`config.mk`:
```
export PLATFORM = sky130hd
export DESIGN_NAME = msi_front
export DESIGN_NICKNAME = d
export VERILOG_FILES = /design/src/rtl/msi_pkg.sv /design/src/rtl/msi_front.sv
export SDC_FILE = /design/constraint.sdc
export NUM_CORES = 1
export LEC_CHECK = 0
export BUFFER_PORTS_ARGS = -buffer_cell sky130_fd_sc_hd__buf_2
export CAP_MARGIN = 20
export CORE_ASPECT_RATIO = 0.75
export CORE_MARGIN = 2
export CORE_UTILIZATION = 35
export DETAILED_ROUTE_END_ITERATION = 8
export HOLD_SLACK_MARGIN = 0.06
export MAX_ROUTING_LAYER = met4
export PLACE_DENSITY_LB_ADDON = 0.3
export RECOVER_POWER = 25
export SLEW_MARGIN = 5
export SYNTH_ARGS = -nofsm -noshare
export SYNTH_HDL_FRONTEND = slang
export SYNTH_SLANG_ARGS = --single-unit
```
`constraint.sdc`:
```
create_clock -name clk -period 4.2 [get_ports clk]
set_input_delay 0.84 -clock clk [delete_from_list [all_inputs] [get_ports clk]]
set_output_delay 0.84 -clock clk [all_outputs]
set_load 0.1 [all_outputs]
```
`src/rtl/msi_pkg.sv`:
```
// Shared types and codes for the multibyte sequence indexer.
package msi_pkg;

  // Operation codes carried by each input transaction.
  typedef enum logic [1:0] {
    OP_MAP    = 2'd0,
    OP_ENTRY  = 2'd1,
    OP_BASE   = 2'd2,
    OP_COUNT  = 2'd3
  } op_t;

  // Entry actions.
  typedef enum logic [1:0] {
    ACT_CONTINUE   = 2'd0,
    ACT_FINAL      = 2'd1,
    ACT_FINAL_PAIR = 2'd2,
    ACT_BAD        = 2'd3
  } act_t;

  // Result status codes.
  typedef enum logic [1:0] {
    ST_OK         = 2'd0,
    ST_NO_MATCH   = 2'd1,
    ST_DISALLOWED = 2'd2,
    ST_INCOMPLETE = 2'd3
  } status_t;

  // Back end sequencer states.
  typedef enum logic [2:0] {
    BK_IDLE,
    BK_BASE,
    BK_READ,
    BK_CHECK,
    BK_MUL,
    BK_SUM,
    BK_EMIT
  } bk_state_t;

endpackage

```
`src/rtl/msi_front.sv`:
```
// Front end: accepts transactions and queues them for the back end.
module msi_front
  import msi_pkg::*;
#(
  parameter int W = 106,
  parameter int DEPTH = 4
) (
  input  logic         clk,
  input  logic         rst,
  input  logic         push,
  output logic         full,
  input  logic [W-1:0] din,
  output logic         q_valid,
  input  logic         q_take,
  output logic [W-1:0] q_data
);

  localparam int AW = $clog2(DEPTH);

  logic [W-1:0] mem [DEPTH];
  logic [AW-1:0] wr_ptr;
  logic [AW-1:0] rd_ptr;
  logic [AW:0]   count;
  logic          do_push;
  logic          do_pop;

  assign full    = (count == (AW+1)'(DEPTH));
  assign q_valid = (count != '0);
  assign do_push = push && !full;
  assign do_pop  = q_take && q_valid;
  assign q_data  = mem[rd_ptr];

  // Queue storage.
  always_ff @(posedge clk) begin
    if (do_push) begin
      mem[wr_ptr] <= din;
    end
  end

  // Queue pointers and fill count.
  always_ff @(posedge clk) begin
    if (rst) begin
      wr_ptr <= '0;
      rd_ptr <= '0;
      count  <= '0;
    end else begin
      if (do_push) begin
        wr_ptr <= (wr_ptr == AW'(DEPTH-1)) ? '0 : wr_ptr + 1'b1;
      end
      if (do_pop) begin
        rd_ptr <= (rd_ptr == AW'(DEPTH-1)) ? '0 : rd_ptr + 1'b1;
      end
      count <= count + (AW+1)'(do_push) - (AW+1)'(do_pop);
    end
  end

endmodule

```
==> impl_metrics.toml <==
[run_status]
status = "finished clean"

[drt]
wl_mm = 30.1
drc = 0
drt_first_pass_iters = 4
vias = 7063
drt-wirelength-per-cell_um = 20.3
antenna_left = 0
viasPerCell = 4.76
drt_iter0_drc = 377

[final_layout]
final_cell_mix = "edfxtp_1 (424), buf_2 (149), mux4_2 (106)"
stdcell_area_um2 = 19000
final_util = 0.425
layout-drive-gt1-share = 0.378
area_growth_pct = 20.1
layout.nets = 973
layout_commonest_cell = "edfxtp_1"

[critical_path]
path_cells = "buf_4 > mux4_2 > buf_2"
cp-end-kind = "output port"
critical_path.top_delay_family = "buffers and inverters"
cp_data_arrival_time_ps = 2340
crit_slowest_cell = "dfxtp_4"
timing.rr.start = "count[1]"
cp_max_fo = 26
max_stage_delay_ps = 580
cp.buffers_inverters = 2
worstSetupStartpointType = "flip-flop"
cp_data_required_time_ps = 3360
crit_type = "reg -> out"

[pwr]
power_density_nw_per_um2 = 777
power.leakage_nw = 6.13
ir_drop_uv = 447
power_mw = 14.7

[run]
max-cap-violations = 0

[placement]
port_buffers = 217
dp_hpwl_mm = 17.4
place_congestion = 0.709
placed_cell_area_um2 = 17600
pre_cts_ws_ps = 1510

[synthesis]
ys_ff_latch = 433
yosysWarnings = 0
ys_seq_area_frac = 0.818
netlist_area_um2 = 15800
synth.avg_cell_area_um2 = 26.1
syn_inst = 605
synth_cell_types = 26
postSynthNetCount = 723

[sta]
finalSetupViolCount = 0
fin_ws_ps = 1020
worst_slew_pin_slew_ps = 694
fin_crit_sh = 0.757
rsz0062_at_grt = "false"
clock.fmax_mhz = 315
skew_ps = 8.23
min_period_ps = 3180
slew_headroom = 0.537
setup-tns-final_ps = 0
slew_viol_final = 0
hold_viol_final = 0

[clock_tree]
cts_buffers = 44
cts_sinks = 433
cts_buffer_depth = 3
cts_setup_buffers = 0
root_buffer = "clkbuf_16"
ctsHtreeMaxLevel = 2
insertion_delay_ps = 540
path_clk_slew_ps = 60
hold_buffers = 0
cts_tree = "yes"
cts.repair.resized = 0

[grt]
grt_pass1_vias = 7652
grt_max_degree = 62
gr-total-overflow = 0
grtUsageTotal = 0.133
antenna_found_initial = 5
grt_pass1_wl_mm = 46.0

[floorplanning]
start_util = 0.354
design.core.area_um2 = 44600
fp.dieH_um = 188
die_w_um = 249
io_pins = 218
rows = 67
die-area_um2 = 46800

[worst_hold_path]
holdCritStartpoint = "rd_ptr[0]"
hold_class = "reg -> reg"
[worst paths after layout]
kind	slack, ps	cells past startpoint	to
worst max register to register	1700	11	count[2]
worst min register to register	500	2	flip-flop
worst min-delay path	500	2	flip-flop
worst max-delay path	1020	3	q_data[58]
[metal layers]
layer  share of wire  track usage  vias up
met5               0            -        -
met1            0.45        0.176     3730
li1                -            -     3122
met4           0.017       0.0310        0
met3           0.065       0.0397       40
met2            0.47        0.202      171
[registers in the layout (all words and copies together), names as in the netlist, named ones only]
register and count:
mem 424, count 3, rd_ptr 2, wr_ptr 2
[stage by stage]
stage                     std cells  hold slack (ps)
after detailed placement       1395              483
final                          1484              500
after floorplan                 605              463
after global routing           1481              497
after CTS                      1476              472
after global placement         1395              483
[worst reg2reg max path, delay by kind of cell, from the launching register on]
family | cells | cell delay, ps
XOR/XNOR | 1 | 160
adder cells (fa/ha/maj) | 3 | 730
buffers and inverters | 3 | 150
flip-flops | 1 | 360
AND/OR/NAND/NOR | 4 | 1030
[synthesized netlist by cell type (all sizes together)]
library cell  instances  area, um^2
edfxtp              424       12700
mux4                106        2390
buf                  19         158
dfxtp                 9         180
clkbuf                7        26.3
ha                    7        87.6
inv                   7        26.3
and3                  4        25.0
nor2                  3        11.3
a21oi                 2        10.0
and2                  2        15.0
nand3                 2        10.0
nor3                  2        10.0
o31ai                 2        20.0
or3                   2        12.5
a21o                  1        7.51
fa                    1        20.0
mux2i                 1        10.0
nand2                 1        3.75
nor2b                 1        6.26
or3b                  1        8.76
xor2                  1        8.76
[cell families (layout without fill, tap and decap cells)]
kind of cell	count (synthesis)	count (layout)	synth area share
buf+inv	33	318	0.0133
other cells	0	8	0
flops	433	433	0.818
xor+xnor	1	1	0.000555
mux	107	107	0.152
fa+ha+maj	8	8	0.00682
compound gates	5	5	0.00238
simple gates	18	18	0.00650
[area by class of cell]
| class | instances | area [um^2] |
|---|---|---|
| Antenna cell | 8 | 20.0 |
| Clock buffer | 55 | 1160 |
| Clock inverter | 26 | 231 |
| Fill cell | 3903 | 25600 |
| Inverter | 7 | 26.3 |
| Multi-Input combinational cell | 139 | 2670 |
| Sequential cell | 433 | 12900 |
| Tap cell | 586 | 733 |
| Timing Repair Buffer | 230 | 1190 |
[power breakdown]
group	switching [mW]	total (mW)	internal [mW]
clock network	1.57	3.79	2.21
registers	0.122	5.40	5.28
logic	4.44	5.55	1.10
total	6.14	14.7	8.60
(Power assumes the default switching activity.)
